--- config.mk ---
export PLATFORM = sky130hd
export DESIGN_NAME = riff_wave_chunk_parser_top_flat
export DESIGN_NICKNAME = d
export VERILOG_FILES = /design/src/design/rwcp_pkg.sv /design/src/design/rwcp_if.sv /design/src/design/rwcp_core.sv /design/src/design/riff_wave_chunk_parser_top.sv /design/src/flat_wrapper.sv
export VERILOG_INCLUDE_DIRS = /design/src /design/src/design
export SDC_FILE = /design/constraint.sdc
export NUM_CORES = 2
export LEC_CHECK = 0
export BUFFER_PORTS_ARGS = -buffer_cell sky130_fd_sc_hd__buf_4
export CORE_ASPECT_RATIO = 1.25
export CORE_MARGIN = 3
export CORE_UTILIZATION = 35
export CTS_BUF_LIST = sky130_fd_sc_hd__clkbuf_4 sky130_fd_sc_hd__clkbuf_8
export CTS_CLUSTER_SIZE = 40
export DETAILED_ROUTE_END_ITERATION = 7
export PLACE_DENSITY = 0.52
export REMOVE_ABC_BUFFERS = 1
export SETUP_SLACK_MARGIN = 0.02
export SLEW_MARGIN = 15
export SYNTH_ARGS = -nofsm -noshare
export SYNTH_HDL_FRONTEND = slang
export SYNTH_SLANG_ARGS = --single-unit
--- constraint.sdc ---
create_clock -name clk -period 38.8 [get_ports clk]
set_clock_uncertainty 0.05 [all_clocks]
set_input_delay 1.94 -clock clk [delete_from_list [all_inputs] [get_ports clk]]
set_output_delay 1.94 -clock clk [all_outputs]
set_load 0.01 [all_outputs]
--- src/design/assert_macros.svh ---
// Assertion helpers; clk and rst come from the including module.
`ifndef ASSERT_MACROS_SVH
`define ASSERT_MACROS_SVH

`define RWCP_ASSERT_IMP(name, pre, post) \
  name: assert property (@(posedge clk) disable iff (rst) (pre) |-> (post)) \
    else $error("rwcp: assertion failed");

`define RWCP_ASSERT_NXT(name, pre, post) \
  name: assert property (@(posedge clk) disable iff (rst) (pre) |=> (post)) \
    else $error("rwcp: assertion failed");

`endif

--- src/design/rwcp_pkg.sv ---
package rwcp_pkg;

  localparam logic [31:0] TAG_RIFF = 32'h5249_4646;
  localparam logic [31:0] TAG_WAVE = 32'h5741_5645;
  localparam logic [31:0] TAG_FMT  = 32'h666D_7420;
  localparam logic [31:0] TAG_DATA = 32'h6461_7461;

  localparam logic [3:0] ERR_SHORT     = 4'd0;
  localparam logic [3:0] ERR_RIFF      = 4'd1;
  localparam logic [3:0] ERR_WAVE      = 4'd2;
  localparam logic [3:0] ERR_OVERRUN   = 4'd3;
  localparam logic [3:0] ERR_SMALL_FMT = 4'd4;
  localparam logic [3:0] ERR_FORMAT    = 4'd5;
  localparam logic [3:0] ERR_DATA      = 4'd6;
  localparam logic [3:0] ERR_PAD       = 4'd7;
  localparam logic [3:0] ERR_NO_DATA   = 4'd8;

  localparam logic KIND_DATA  = 1'b0;
  localparam logic KIND_ERROR = 1'b1;

  localparam logic [15:0] FMT_PCM   = 16'd1;
  localparam logic [15:0] FMT_FLOAT = 16'd3;

  typedef struct packed {
    logic        out_kind;
    logic [7:0]  data_byte;
    logic        last_data;
    logic [3:0]  error_code;
    logic [15:0] format_tag;
    logic [15:0] channel_count;
    logic [31:0] sample_rate;
    logic [31:0] bytes_per_second;
    logic [15:0] frame_align;
    logic [15:0] sample_bits;
  } res_t;

endpackage

--- src/design/rwcp_if.sv ---
interface rwcp_in_if;
  logic       valid;
  logic       ready;
  logic [7:0] file_byte;
  logic       first_byte;

  modport source (output valid, output file_byte, output first_byte, input ready);
  modport sink (input valid, input file_byte, input first_byte, output ready);
endinterface

interface rwcp_out_if;
  logic        valid;
  logic        ready;
  logic        out_kind;
  logic [7:0]  data_byte;
  logic        last_data;
  logic [3:0]  error_code;
  logic [15:0] format_tag;
  logic [15:0] channel_count;
  logic [31:0] sample_rate;
  logic [31:0] bytes_per_second;
  logic [15:0] frame_align;
  logic [15:0] sample_bits;

  modport source (output valid, output out_kind, output data_byte, output last_data,
                  output error_code, output format_tag, output channel_count,
                  output sample_rate, output bytes_per_second, output frame_align,
                  output sample_bits, input ready);
  modport sink (input valid, input out_kind, input data_byte, input last_data,
                input error_code, input format_tag, input channel_count,
                input sample_rate, input bytes_per_second, input frame_align,
                input sample_bits, output ready);
endinterface

interface rwcp_cfg_if;
  logic        valid;
  logic        ready;
  logic [31:0] file_length;

  modport source (output valid, output file_length, input ready);
  modport sink (input valid, input file_length, output ready);
endinterface

--- src/design/rwcp_core.sv ---
module rwcp_core (
  input  logic            clk,
  input  logic            rst,
  input  logic            step,
  input  logic [7:0]      file_byte,
  input  logic            first_byte,
  input  logic [31:0]     file_length,
  output logic            res_valid,
  output rwcp_pkg::res_t  res
);
  import rwcp_pkg::*;

  localparam logic [2:0] PH_RIFF   = 3'd0;
  localparam logic [2:0] PH_HEADER = 3'd1;
  localparam logic [2:0] PH_FMT    = 3'd2;
  localparam logic [2:0] PH_SKIP   = 3'd3;
  localparam logic [2:0] PH_DATA   = 3'd4;
  localparam logic [2:0] PH_DONE   = 3'd5;
  localparam logic [2:0] PH_FAIL   = 3'd6;

  logic [2:0]  parse_phase, parse_phase_next;
  logic [31:0] byte_position, byte_position_next;
  logic [63:0] header_shift, header_shift_next;
  logic [31:0] chunk_length, chunk_length_next;
  logic [31:0] bytes_left, bytes_left_next;
  logic        format_seen, format_seen_next;
  logic [63:0] fmt_fields, fmt_fields_next;
  logic [63:0] fmt_shift, fmt_shift_next;

  // state as seen by this byte (a first-byte mark restarts the parse)
  logic [2:0]  ph;
  logic [31:0] pos;
  logic [63:0] hs;
  logic [31:0] bl;
  logic        fs;
  logic        active;

  logic [33:0] np;
  logic [33:0] fl;
  logic [63:0] hs_shift;
  logic [31:0] id;
  logic [31:0] size;
  logic [31:0] bl_dec;
  logic        cnt_last;
  logic [3:0]  off;
  logic [32:0] rest;
  logic [33:0] pend;
  logic        hdr_room;
  logic        fmt_ok;

  assign ph     = first_byte ? PH_RIFF : parse_phase;
  assign pos    = first_byte ? 32'd0 : byte_position;
  assign hs     = first_byte ? 64'd0 : header_shift;
  assign bl     = first_byte ? 32'd0 : bytes_left;
  assign fs     = first_byte ? 1'b0 : format_seen;
  assign active = (ph <= PH_DATA);

  assign np       = {2'b00, pos} + 34'd1;
  assign fl       = {2'b00, file_length};
  assign hs_shift = {hs[55:0], file_byte};
  assign id       = hs_shift[63:32];
  assign size     = {hs_shift[7:0], hs_shift[15:8], hs_shift[23:16], hs_shift[31:24]};
  assign bl_dec   = (bl == 32'd0) ? 32'd0 : bl - 32'd1;
  assign cnt_last = (bl_dec == 32'd0);
  assign off      = 4'(4'd0 - bl[3:0]);
  assign hdr_room = !((np + 34'd8) > fl);

  // remaining body plus pad: unknown chunk from the header, fmt after its 16 bytes
  always_comb begin
    if (ph == PH_HEADER) begin
      rest = {1'b0, size} + {32'd0, size[0]};
    end else begin
      rest = {1'b0, chunk_length} - 33'd16 + {32'd0, chunk_length[0]};
    end
  end
  assign pend = np + {1'b0, rest};

  always_comb begin
    fmt_fields_next = fmt_fields;
    fmt_shift_next  = fmt_shift;
    for (int i = 0; i < 8; i++) begin
      if (off == 4'(i)) fmt_fields_next[8*i +: 8] = file_byte;
      if (off == 4'(i + 8)) fmt_shift_next[8*i +: 8] = file_byte;
    end
  end

  assign fmt_ok = (fmt_fields_next[15:0] == FMT_PCM || fmt_fields_next[15:0] == FMT_FLOAT)
                  && fmt_fields_next[31:16] != 16'd0 && fmt_fields_next[63:32] != 32'd0
                  && fmt_shift_next[31:0] != 32'd0 && fmt_shift_next[47:32] != 16'd0
                  && fmt_shift_next[63:48] != 16'd0;

  always_comb begin
    parse_phase_next   = ph;
    byte_position_next = active ? pos + 32'd1 : pos;
    header_shift_next  = hs;
    chunk_length_next  = chunk_length;
    bytes_left_next    = bl;
    format_seen_next   = fs;
    res_valid          = 1'b0;
    res                = '0;

    unique case (ph)
      PH_RIFF: begin
        header_shift_next = hs_shift;
        if (pos == 32'd0 && file_length < 32'd12) begin
          res_valid = 1'b1; res.out_kind = KIND_ERROR; res.error_code = ERR_SHORT;
        end else if (pos == 32'd3 && hs_shift[31:0] != TAG_RIFF) begin
          res_valid = 1'b1; res.out_kind = KIND_ERROR; res.error_code = ERR_RIFF;
        end else if (pos == 32'd11) begin
          if (hs_shift[31:0] != TAG_WAVE) begin
            res_valid = 1'b1; res.out_kind = KIND_ERROR; res.error_code = ERR_WAVE;
          end else if (!hdr_room) begin
            res_valid = 1'b1; res.out_kind = KIND_ERROR; res.error_code = ERR_NO_DATA;
          end else begin
            parse_phase_next = PH_HEADER; bytes_left_next = 32'd8; header_shift_next = '0;
          end
        end
      end
      PH_HEADER: begin
        header_shift_next = hs_shift;
        bytes_left_next   = bl_dec;
        if (cnt_last) begin
          chunk_length_next = size;
          if ((np + {2'b00, size}) > fl) begin
            res_valid = 1'b1; res.out_kind = KIND_ERROR; res.error_code = ERR_OVERRUN;
          end else if (id == TAG_FMT) begin
            if (size < 32'd16) begin
              res_valid = 1'b1; res.out_kind = KIND_ERROR; res.error_code = ERR_SMALL_FMT;
            end else begin
              bytes_left_next = 32'd16; parse_phase_next = PH_FMT;
            end
          end else if (id == TAG_DATA) begin
            if (!fs || size == 32'd0) begin
              res_valid = 1'b1; res.out_kind = KIND_ERROR; res.error_code = ERR_DATA;
            end else begin
              bytes_left_next = size; parse_phase_next = PH_DATA;
            end
          end else if (pend > fl) begin
            res_valid = 1'b1; res.out_kind = KIND_ERROR; res.error_code = ERR_PAD;
          end else if (rest == 33'd0) begin
            if (!hdr_room) begin
              res_valid = 1'b1; res.out_kind = KIND_ERROR; res.error_code = ERR_NO_DATA;
            end else begin
              parse_phase_next = PH_HEADER; bytes_left_next = 32'd8; header_shift_next = '0;
            end
          end else begin
            bytes_left_next = rest[31:0]; parse_phase_next = PH_SKIP;
          end
        end
      end
      PH_FMT: begin
        bytes_left_next = bl_dec;
        if (cnt_last) begin
          if (!fmt_ok) begin
            res_valid = 1'b1; res.out_kind = KIND_ERROR; res.error_code = ERR_FORMAT;
          end else begin
            format_seen_next = 1'b1;
            if (pend > fl) begin
              res_valid = 1'b1; res.out_kind = KIND_ERROR; res.error_code = ERR_PAD;
            end else if (rest == 33'd0) begin
              if (!hdr_room) begin
                res_valid = 1'b1; res.out_kind = KIND_ERROR; res.error_code = ERR_NO_DATA;
              end else begin
                parse_phase_next = PH_HEADER; bytes_left_next = 32'd8;
                header_shift_next = '0;
              end
            end else begin
              bytes_left_next = rest[31:0]; parse_phase_next = PH_SKIP;
            end
          end
        end
      end
      PH_SKIP: begin
        bytes_left_next = bl_dec;
        if (cnt_last) begin
          if (!hdr_room) begin
            res_valid = 1'b1; res.out_kind = KIND_ERROR; res.error_code = ERR_NO_DATA;
          end else begin
            parse_phase_next = PH_HEADER; bytes_left_next = 32'd8; header_shift_next = '0;
          end
        end
      end
      PH_DATA: begin
        res_valid              = 1'b1;
        res.out_kind           = KIND_DATA;
        res.data_byte          = file_byte;
        res.last_data          = cnt_last;
        res.format_tag         = fmt_fields[15:0];
        res.channel_count      = fmt_fields[31:16];
        res.sample_rate        = fmt_fields[63:32];
        res.bytes_per_second   = fmt_shift[31:0];
        res.frame_align        = fmt_shift[47:32];
        res.sample_bits        = fmt_shift[63:48];
        bytes_left_next        = bl_dec;
        if (cnt_last) parse_phase_next = PH_DONE;
      end
      default: begin
        res_valid = 1'b0;
      end
    endcase

    if (res_valid && res.out_kind == KIND_ERROR) parse_phase_next = PH_FAIL;
  end

  always_ff @(posedge clk) begin
    if (rst) begin
      parse_phase   <= PH_RIFF;
      byte_position <= '0;
      header_shift  <= '0;
      chunk_length  <= '0;
      bytes_left    <= '0;
      format_seen   <= 1'b0;
    end else if (step) begin
      parse_phase   <= parse_phase_next;
      byte_position <= byte_position_next;
      header_shift  <= header_shift_next;
      chunk_length  <= chunk_length_next;
      bytes_left    <= bytes_left_next;
      format_seen   <= format_seen_next;
    end
  end

  always_ff @(posedge clk) begin
    if (step && ph == PH_FMT) begin
      fmt_fields <= fmt_fields_next;
      fmt_shift  <= fmt_shift_next;
    end
  end

endmodule

--- src/design/riff_wave_chunk_parser_top.sv ---
// A result is registered and appears on report in the cycle after its byte is accepted.
// Throughput: one byte per cycle; feed stalls only while a result waits on report.
// Reset (rst, synchronous): parser restarts at the RIFF header, file_length clears to 0,
// the result register empties. Bytes are parsed as a new file even without a mark.
`include "assert_macros.svh"

module riff_wave_chunk_parser_top (
  input  logic        clk,
  input  logic        rst,
  rwcp_cfg_if.sink    cfg,
  rwcp_in_if.sink     feed,
  rwcp_out_if.source  report
);
  import rwcp_pkg::*;

  logic [31:0] file_length;
  logic        step;
  logic        core_valid;
  res_t        core_res;
  logic        out_valid;
  res_t        out_res;

  assign cfg.ready   = 1'b1;
  assign feed.ready  = !out_valid || report.ready;
  assign step        = feed.valid && feed.ready;

  always_ff @(posedge clk) begin
    if (rst) begin
      file_length <= '0;
    end else if (cfg.valid && cfg.ready) begin
      file_length <= cfg.file_length;
    end
  end

  rwcp_core u_core (
    .clk         (clk),
    .rst         (rst),
    .step        (step),
    .file_byte   (feed.file_byte),
    .first_byte  (feed.first_byte),
    .file_length (file_length),
    .res_valid   (core_valid),
    .res         (core_res)
  );

  always_ff @(posedge clk) begin
    if (rst) begin
      out_valid <= 1'b0;
    end else if (step && core_valid) begin
      out_valid <= 1'b1;
    end else if (report.ready) begin
      out_valid <= 1'b0;
    end
  end

  always_ff @(posedge clk) begin
    if (step && core_valid) out_res <= core_res;
  end

  assign report.valid            = out_valid;
  assign report.out_kind         = out_res.out_kind;
  assign report.data_byte        = out_res.data_byte;
  assign report.last_data        = out_res.last_data;
  assign report.error_code       = out_res.error_code;
  assign report.format_tag       = out_res.format_tag;
  assign report.channel_count    = out_res.channel_count;
  assign report.sample_rate      = out_res.sample_rate;
  assign report.bytes_per_second = out_res.bytes_per_second;
  assign report.frame_align      = out_res.frame_align;
  assign report.sample_bits      = out_res.sample_bits;

  `RWCP_ASSERT_NXT(a_result_loaded, step && core_valid, out_valid)
  `RWCP_ASSERT_IMP(a_stall_only_when_full, !feed.ready, out_valid && !report.ready)
  `RWCP_ASSERT_IMP(a_data_has_format,
    out_valid && out_res.out_kind == KIND_DATA,
    (out_res.format_tag == FMT_PCM || out_res.format_tag == FMT_FLOAT) &&
    out_res.sample_rate != 32'd0 && out_res.error_code == ERR_SHORT)

endmodule
--- src/flat_wrapper.sv ---
// flat-port wrapper written by rule: the top's interface ports become plain ports
module riff_wave_chunk_parser_top_flat import rwcp_pkg::*;
  (clk, rst, cfg_valid, cfg_file_length, cfg_ready, feed_valid, feed_file_byte, feed_first_byte, feed_ready, report_valid, report_out_kind, report_data_byte, report_last_data, report_error_code, report_format_tag, report_channel_count, report_sample_rate, report_bytes_per_second, report_frame_align, report_sample_bits, report_ready);
  rwcp_cfg_if cfg_i ();
  rwcp_in_if feed_i ();
  rwcp_out_if report_i ();
  input  logic clk;
  input  logic rst;
  input wire logic [$bits(cfg_i.valid)-1:0] cfg_valid;
  input wire logic [$bits(cfg_i.file_length)-1:0] cfg_file_length;
  output wire logic [$bits(cfg_i.ready)-1:0] cfg_ready;
  input wire logic [$bits(feed_i.valid)-1:0] feed_valid;
  input wire logic [$bits(feed_i.file_byte)-1:0] feed_file_byte;
  input wire logic [$bits(feed_i.first_byte)-1:0] feed_first_byte;
  output wire logic [$bits(feed_i.ready)-1:0] feed_ready;
  output wire logic [$bits(report_i.valid)-1:0] report_valid;
  output wire logic [$bits(report_i.out_kind)-1:0] report_out_kind;
  output wire logic [$bits(report_i.data_byte)-1:0] report_data_byte;
  output wire logic [$bits(report_i.last_data)-1:0] report_last_data;
  output wire logic [$bits(report_i.error_code)-1:0] report_error_code;
  output wire logic [$bits(report_i.format_tag)-1:0] report_format_tag;
  output wire logic [$bits(report_i.channel_count)-1:0] report_channel_count;
  output wire logic [$bits(report_i.sample_rate)-1:0] report_sample_rate;
  output wire logic [$bits(report_i.bytes_per_second)-1:0] report_bytes_per_second;
  output wire logic [$bits(report_i.frame_align)-1:0] report_frame_align;
  output wire logic [$bits(report_i.sample_bits)-1:0] report_sample_bits;
  input wire logic [$bits(report_i.ready)-1:0] report_ready;
  assign cfg_i.valid = cfg_valid;
  assign cfg_i.file_length = cfg_file_length;
  assign cfg_ready = cfg_i.ready;
  assign feed_i.valid = feed_valid;
  assign feed_i.file_byte = feed_file_byte;
  assign feed_i.first_byte = feed_first_byte;
  assign feed_ready = feed_i.ready;
  assign report_valid = report_i.valid;
  assign report_out_kind = report_i.out_kind;
  assign report_data_byte = report_i.data_byte;
  assign report_last_data = report_i.last_data;
  assign report_error_code = report_i.error_code;
  assign report_format_tag = report_i.format_tag;
  assign report_channel_count = report_i.channel_count;
  assign report_sample_rate = report_i.sample_rate;
  assign report_bytes_per_second = report_i.bytes_per_second;
  assign report_frame_align = report_i.frame_align;
  assign report_sample_bits = report_i.sample_bits;
  assign report_i.ready = report_ready;
  riff_wave_chunk_parser_top u_core (.clk(clk), .rst(rst), .cfg(cfg_i), .feed(feed_i), .report(report_i));
endmodule
Yosys cells after proc, flatten, opt, wreduce, memory -nomap -nowiden
Cells that the tools add are included.
Storage, ports and cells
  word-level logic and storage cells: 212
  register bits: 467
  input bits: 46
Cells by class
  add/subtract/negate cells: 10
  order comparisons: 6
  reductions and logical operators: 30
  eq/ne operators: 27
  muxes and demuxes: 119
Operators by type and width (count)
  $mux 64: 18
  $mux 32: 21
  $pmux 64 s4: 1
  $pmux 32 s5: 1
  $logic_not 32->1: 4
  $mux 8: 16
  $gt 34x32->1: 3
  $eq 32x31->1 const B: 2
  $ne 32x31->1 const B: 2
  $reduce_bool 32->1: 2
  $mux 3: 21
  $mux 4: 14
  $reduce_bool 16->1: 3
  $add 33x32->34: 1
  $add 33x33->34: 1
  $add 33x4->34 const B: 1
  $add 32x1->33: 1
  $add 32x1->33 const B: 1
  $add 33x1->33: 1
  $logic_not 33->1: 1
  $mux 33: 1
  $sub 32x5->33 const B: 1
  $add 32x1->32 const B: 1
  $eq 32x2->1 const B: 1
  other kinds (27): 73

Depth between registers and ports, before layout
  depth in word-level cells: 16
  gate-level depth with buffers: 47

By module
Synthesis repeated with hierarchy kept, for this count alone.
Unflattened totals
  cells, all modules: 3470
  area, all modules: 31169.9 um^2
By module, submodules not included
  rwcp_core: cells an instance 3216, area each 25675.9 um^2, instances 1
  riff_wave_chunk_parser_top: cells an instance 254, area each 5494.0 um^2, instances 1

Worst setup path before layout
OpenSTA, ideal clock, no wires.
  kind: in2reg
  start point: input port feed_first_byte
  end point: register u_core.out_res, in the netlist u_core.report.bytes_per_second[0] (enable)
  buffers on the path: 10
  setup time: 0.645 ns
  setup slack: 22.641 ns
  arrival: 15.464 ns
  stages: 40
  path through: clkbuf_1 buf_2 buf_2 buf_2 buf_2 clkbuf_1 buf_4 clkbuf_1 clkbuf_1 clkbuf_1 nor2b_1 ha_1 and3_1 nand4_1 o21a_1 o21ai_0 and2_1 ha_1 [... 4 more ...] o21a_1 o21ai_0 a21boi_0 o21a_1 nor2_1 xnor2_1 ha_1 nand4_1 nor4_1 or3b_2 a41oi_1 or4_1 nor3b_1 o21ai_1 a211oi_1 o21ai_1 nor2_1 nor2_1
RTL lines
  from (decl): line flat_wrapper.sv:14  | input wire logic [$bits(feed_i.first_byte)-1:0] feed_first_byte;
  $mux 64 *: line rwcp_core.sv:53  | assign hs = first_byte ? 64'd0 : header_shift;
  via u_core.u_core.hs[17]: line rwcp_core.sv:33  | logic [63:0] hs;
  $add 32x1->33: line rwcp_core.sv:71  | rest = {1'b0, size} + {32'd0, size[0]};
  $mux 33: line rwcp_core.sv:70  | if (ph == PH_HEADER) begin
  $add 33x33->34 or $logic_not 33->1 (tied branches): line rwcp_core.sv:76, rwcp_core.sv:140, rwcp_core.sv:160
  $gt 34x32->1 or $mux 1 (tied branches): line rwcp_core.sv:138, rwcp_core.sv:158, rwcp_core.sv:140
  $mux 1: line rwcp_core.sv:158  | if (pend > fl) begin
  $mux 1: line rwcp_core.sv:132  | end else if (id == TAG_DATA) begin
  $mux 1: line rwcp_core.sv:126  | end else if (id == TAG_FMT) begin
  $mux 1: line rwcp_core.sv:124  | if ((np + {2'b00, size}) > fl) begin
  $mux 1: line rwcp_core.sv:122  | if (cnt_last) begin
  $pmux 1 s5 *: line rwcp_core.sv:102  | unique case (ph)
  $logic_and 1x1->1 *: line riff_wave_chunk_parser_top.sv:57  | if (step && core_valid) out_res <= core_res;
  to (signal assigned): line riff_wave_chunk_parser_top.sv:57
  to (decl): line riff_wave_chunk_parser_top.sv:21  | res_t out_res;
Mark *: on every way through the listed nets, which the timed path passes. The rest lies on a longest branch.
A chain may end at the register's enable or synchronous reset.

Final worst setup path
  start point: input port feed_first_byte
  end point: register u_core.out_res, in the netlist u_core.report.sample_rate[14] (enable)
On the way
  word-level cells in the longest chain between the ends: 15
RTL lines (line)
  branches (longest 13 deep; another with $add 33x4->34)
  $pmux 1 s5 *: rwcp_core.sv:102
  $logic_and 1x1->1 *: riff_wave_chunk_parser_top.sv:57
Every way passes the cells marked *.

==> flow_metrics.py <==
metrics = {
    "cts": {
        "cts_tree": "done",
        "post_cts_buffers": 0,
        "root_buffer": "clkbuf_8",
        "clock_sinks": 459,
        "cts_buffers": 81,
        "clockBufferDepth": 3,
        "htreeDepth": 3,
        "cts_resized": 0,
        "clkTransAtPathRegs_ps": 70,
        "clock_latency_ps": 730,
        "hold_buffers": 0,
    },
    "drt": {
        "firstDrtPassIters": 6,
        "num_vias": 27600,
        "ant_nets": 0,
        "first_iter_violations": 2259,
        "wl_met3_um": 6460,
        "drcViolationCount": 0,
        "viasPerCell": 5.80,
        "top_layer_used": "met4",
        "wl_um": 116000,
        "wl_met2_um": 56200,
        "met1_length_um": 46300,
        "routedWlPerCell_um": 24.4,
    },
    "synthesis": {
        "ys_types": 92,
        "synth_area_per_cell_um2": 9.05,
        "seq_area_frac_synth": 0.386,
        "syn_inst": 3404,
        "yosys_warnings": 0,
        "synth_edf_count": 270,
        "synth_area_um2": 30800,
        "synth_ff_type": "edfxtp_1",
        "async_flop_share": 0,
        "ys_seq_elements": 459,
    },
    "worst_setup_path": {
        "crit_path_end_kind": "flop",
        "path_class": "input pin to flop",
        "cp-startpoint": "feed_first_byte",
        "worst-r2r-cell-count": 33,
        "rrSetupSlack_ps": 27860,
        "arrival_ps": 12670,
        "worstSetupStartpointType": "input pin",
        "crit_path_frequent_cell": "buf_4",
        "required_ps": 39060,
        "critPathMaxFanout": 68,
        "reg2reg_from": "u_core.u_core.byte_position[0]$_SDFFE_PP0P_",
        "crit_path_max_incr_delay_ps": 830,
        "cp_slowest_cell": "nor2_4",
        "reg2reg_to": "u_core.report.sample_rate[14]$_SDFFCE_PN0P_",
    },
    "hold_path": {
        "hp-class": "flop to flop",
        "hold_depth": 2,
        "min_from": "u_core.u_core.chunk_length[1]$_SDFFE_PP0P_",
        "hold_path_end": "u_core.u_core.chunk_length[1]$_SDFFE_PP0P_",
    },
    "global_routing": {
        "overflow": 0,
        "grt_pass1_wl_um": 171000,
        "grt_pass1_vias": 26600,
        "grt_start_max_net_pins": 103,
        "antenna_found_initial": 1,
        "grt.total_usage": 0.244,
    },
    "floorplanning": {
        "fp-row-count": 121,
        "initial_utilization": 0.353,
        "chipHeight_um": 338,
        "core_um2": 87200,
        "io_pins": 191,
        "die_w_um": 271,
        "die-area_um2": 91600,
    },
    "place": {
        "gpl.final_weighted_congestion": 0.981,
        "portBuffers": 189,
        "dpl.hpwl_um": 86900,
        "dpl_worst_slack_ps": 25770,
    },
    "timing": {
        "rsz0062_at_grt": "false",
        "finalSetupViolCount": 0,
        "max_freq_mhz": 80.6,
        "setup_ws_ps": 26390,
        "finalCritPeriodShare": 0.320,
        "fin_crit_ps": 12410,
        "maxSlewHeadroom": 0.150,
        "max_slew.worst_pin.slew_ps": 1260,
        "hold_viol": 0,
        "setup_tns_ps": 0,
        "drv_slew": 0,
    },
    "power_and_ir_drop": {
        "power_mw": 1.13,
        "power.density_nw_per_um2": 32.4,
        "ir_drop_mv": 0.0215,
        "power_leakage_nw": 13.8,
    },
    "finish": {
        "area_growth_syn_to_layout_pct": 13.6,
        "fill_cells": 8866,
        "fin_nets": 3734,
        "drive_gt1_frac": 0.162,
    },
    "run": {
        "maxCapViolCount": 0,
    },
    "run_status": {
        "status": "finished, final reports clean",
    },
}
## kinds of logic (layout without fill, tap and decap cells)
logic type                 count (synthesis)  count (layout)  synth area share
adders and majority gates                173             173            0.0708
muxes                                    186             186            0.0657
xor gates and xnor gates                 143             143            0.0407
AOI/OAI and AO/OA                        760             760             0.163
buffers and inverters                    316             493            0.0414
other                                      1               2          0.000122
DFF                                      459             459             0.386
and+or+nand+nor                         1366            1366             0.232
## power by group
group | total (mW) | internal [mW] | switching, mW
Clock | 0.469 | 0.248 | 0.220
Combinational | 0.137 | 0.0467 | 0.0901
Sequential | 0.529 | 0.520 | 0.00859
Total | 1.13 | 0.815 | 0.319
## metal layers
layer,global-route usage,vias up
li1,-,13000
met1,0.289,13200
met2,0.428,1044
met3,0.0351,276
met4,0.133,0
met5,0,-
## how the worst max path moves through the flow
stage	slack, ps	to
after floorplan	21560	u_core.report.bytes_per_second[0]$_SDFFCE_PN0P_
after CTS	26470	u_core.report.sample_rate[8]$_SDFFCE_PN0P_
after global routing	25770	u_core.report.bytes_per_second[7]$_SDFFCE_PN0P_
after detailed placement	25770	u_core.report.sample_rate[20]$_SDFFCE_PN0P_
final	26390	u_core.report.sample_rate[14]$_SDFFCE_PN0P_
after global placement	26070	u_core.report.sample_rate[20]$_SDFFCE_PN0P_
## worst max-delay path: cells and delay by family
| kind | cells | cell delay, ps |
|---|---|---|
| and+or+nand+nor | 15 | 4180 |
| AOI/OAI and AO/OA | 10 | 2210 |
| buffers and inverters | 5 | 2130 |
| adders and majority gates | 3 | 1210 |
| xor gates and xnor gates | 2 | 780 |
## registers in the layout, indices dropped and copies added, names as in the netlist
name / flops
u_core.file_length: 32
u_core.report.bytes_per_second: 32
u_core.report.channel_count: 16
u_core.report.data_byte: 8
u_core.report.error_code: 4
u_core.report.format_tag: 16
u_core.report.frame_align: 16
u_core.report.last_data: 1
u_core.report.out_kind: 1
u_core.report.sample_bits: 16
u_core.report.sample_rate: 32
u_core.report.valid: 1
u_core.u_core.byte_position: 32
u_core.u_core.bytes_left: 32
u_core.u_core.chunk_length: 32
u_core.u_core.fmt_fields: 64
u_core.u_core.fmt_shift: 64
u_core.u_core.format_seen: 1
u_core.u_core.header_shift: 56
u_core.u_core.parse_phase: 3
## cell usage in the layout (no fill, tap or decap), types with 58 or more instances in the layout
master	instances
a22o_1	58
xnor2_1	92
nand3_1	100
nand4_1	66
clkbuf_8	92
dfxtp_1	189
a21oi_1	215
nor3_1	105
nor2_1	244
nor4_1	90
ha_1	171
inv_1	92
nand2_1	330
and3_1	158
edfxtp_1	270
mux2_2	129
o21ai_0	146
buf_4	251
## layout make-up
| class | instances | area (um2) | share of cell area |
|---|---|---|---|
| Clock buffer | 121 | 1480 | 0.0424 |
| Tap cell | 1168 | 1460 | 0.0418 |
| Antenna cell | 1 | 2.50 | 0.0000715 |
| Multi-Input combinational cell | 2629 | 17700 | 0.507 |
| Inverter | 93 | 349 | 0.00998 |
| Sequential cell | 459 | 11900 | 0.340 |
| Clock inverter | 28 | 186 | 0.00533 |
| Timing Repair Buffer | 251 | 1880 | 0.0538 |
## cells in the mapped netlist, drive strengths merged (13+ instances only)
cell type / n / area (um2)
a211oi: 39 / 293
a21o: 40 / 300
a21oi: 216 / 1090
a221oi: 17 / 149
a22o: 58 / 508
a22oi: 20 / 150
a31oi: 28 / 175
and2: 15 / 93.8
and3: 158 / 988
and4: 14 / 123
buf: 48 / 269
clkbuf: 175 / 658
dfxtp: 189 / 3780
edfxtp: 270 / 8110
ha: 171 / 2140
inv: 92 / 345
mux2: 129 / 1450
mux2i: 57 / 571
nand2: 331 / 1240
nand2b: 28 / 175
nand3: 100 / 500
nand4: 67 / 434
nand4b: 13 / 114
nor2: 249 / 935
nor2b: 54 / 338
nor3: 110 / 561
nor4: 94 / 607
nor4b: 13 / 114
o211ai: 15 / 113
o21a: 25 / 195
o21ai: 153 / 766
o21bai: 14 / 105
o31ai: 22 / 165
or2: 17 / 106
or3: 28 / 175
or4: 33 / 255
xnor2: 93 / 815
xor2: 50 / 438
## per-stage QoR
stage,util,area [um2],hold WS [ps],std cells
6_report,0.401,35000,410,4750
5_1_grt,0.401,35000,441,4750
4_1_cts,0.401,35000,412,4749
3_5_place_dp,0.382,33300,403,4600
3_3_place_gp,0.382,33300,399,4600
2_1_floorplan,-,29900,384,3181
No activity file was read; power rests on OpenSTA's default activity.
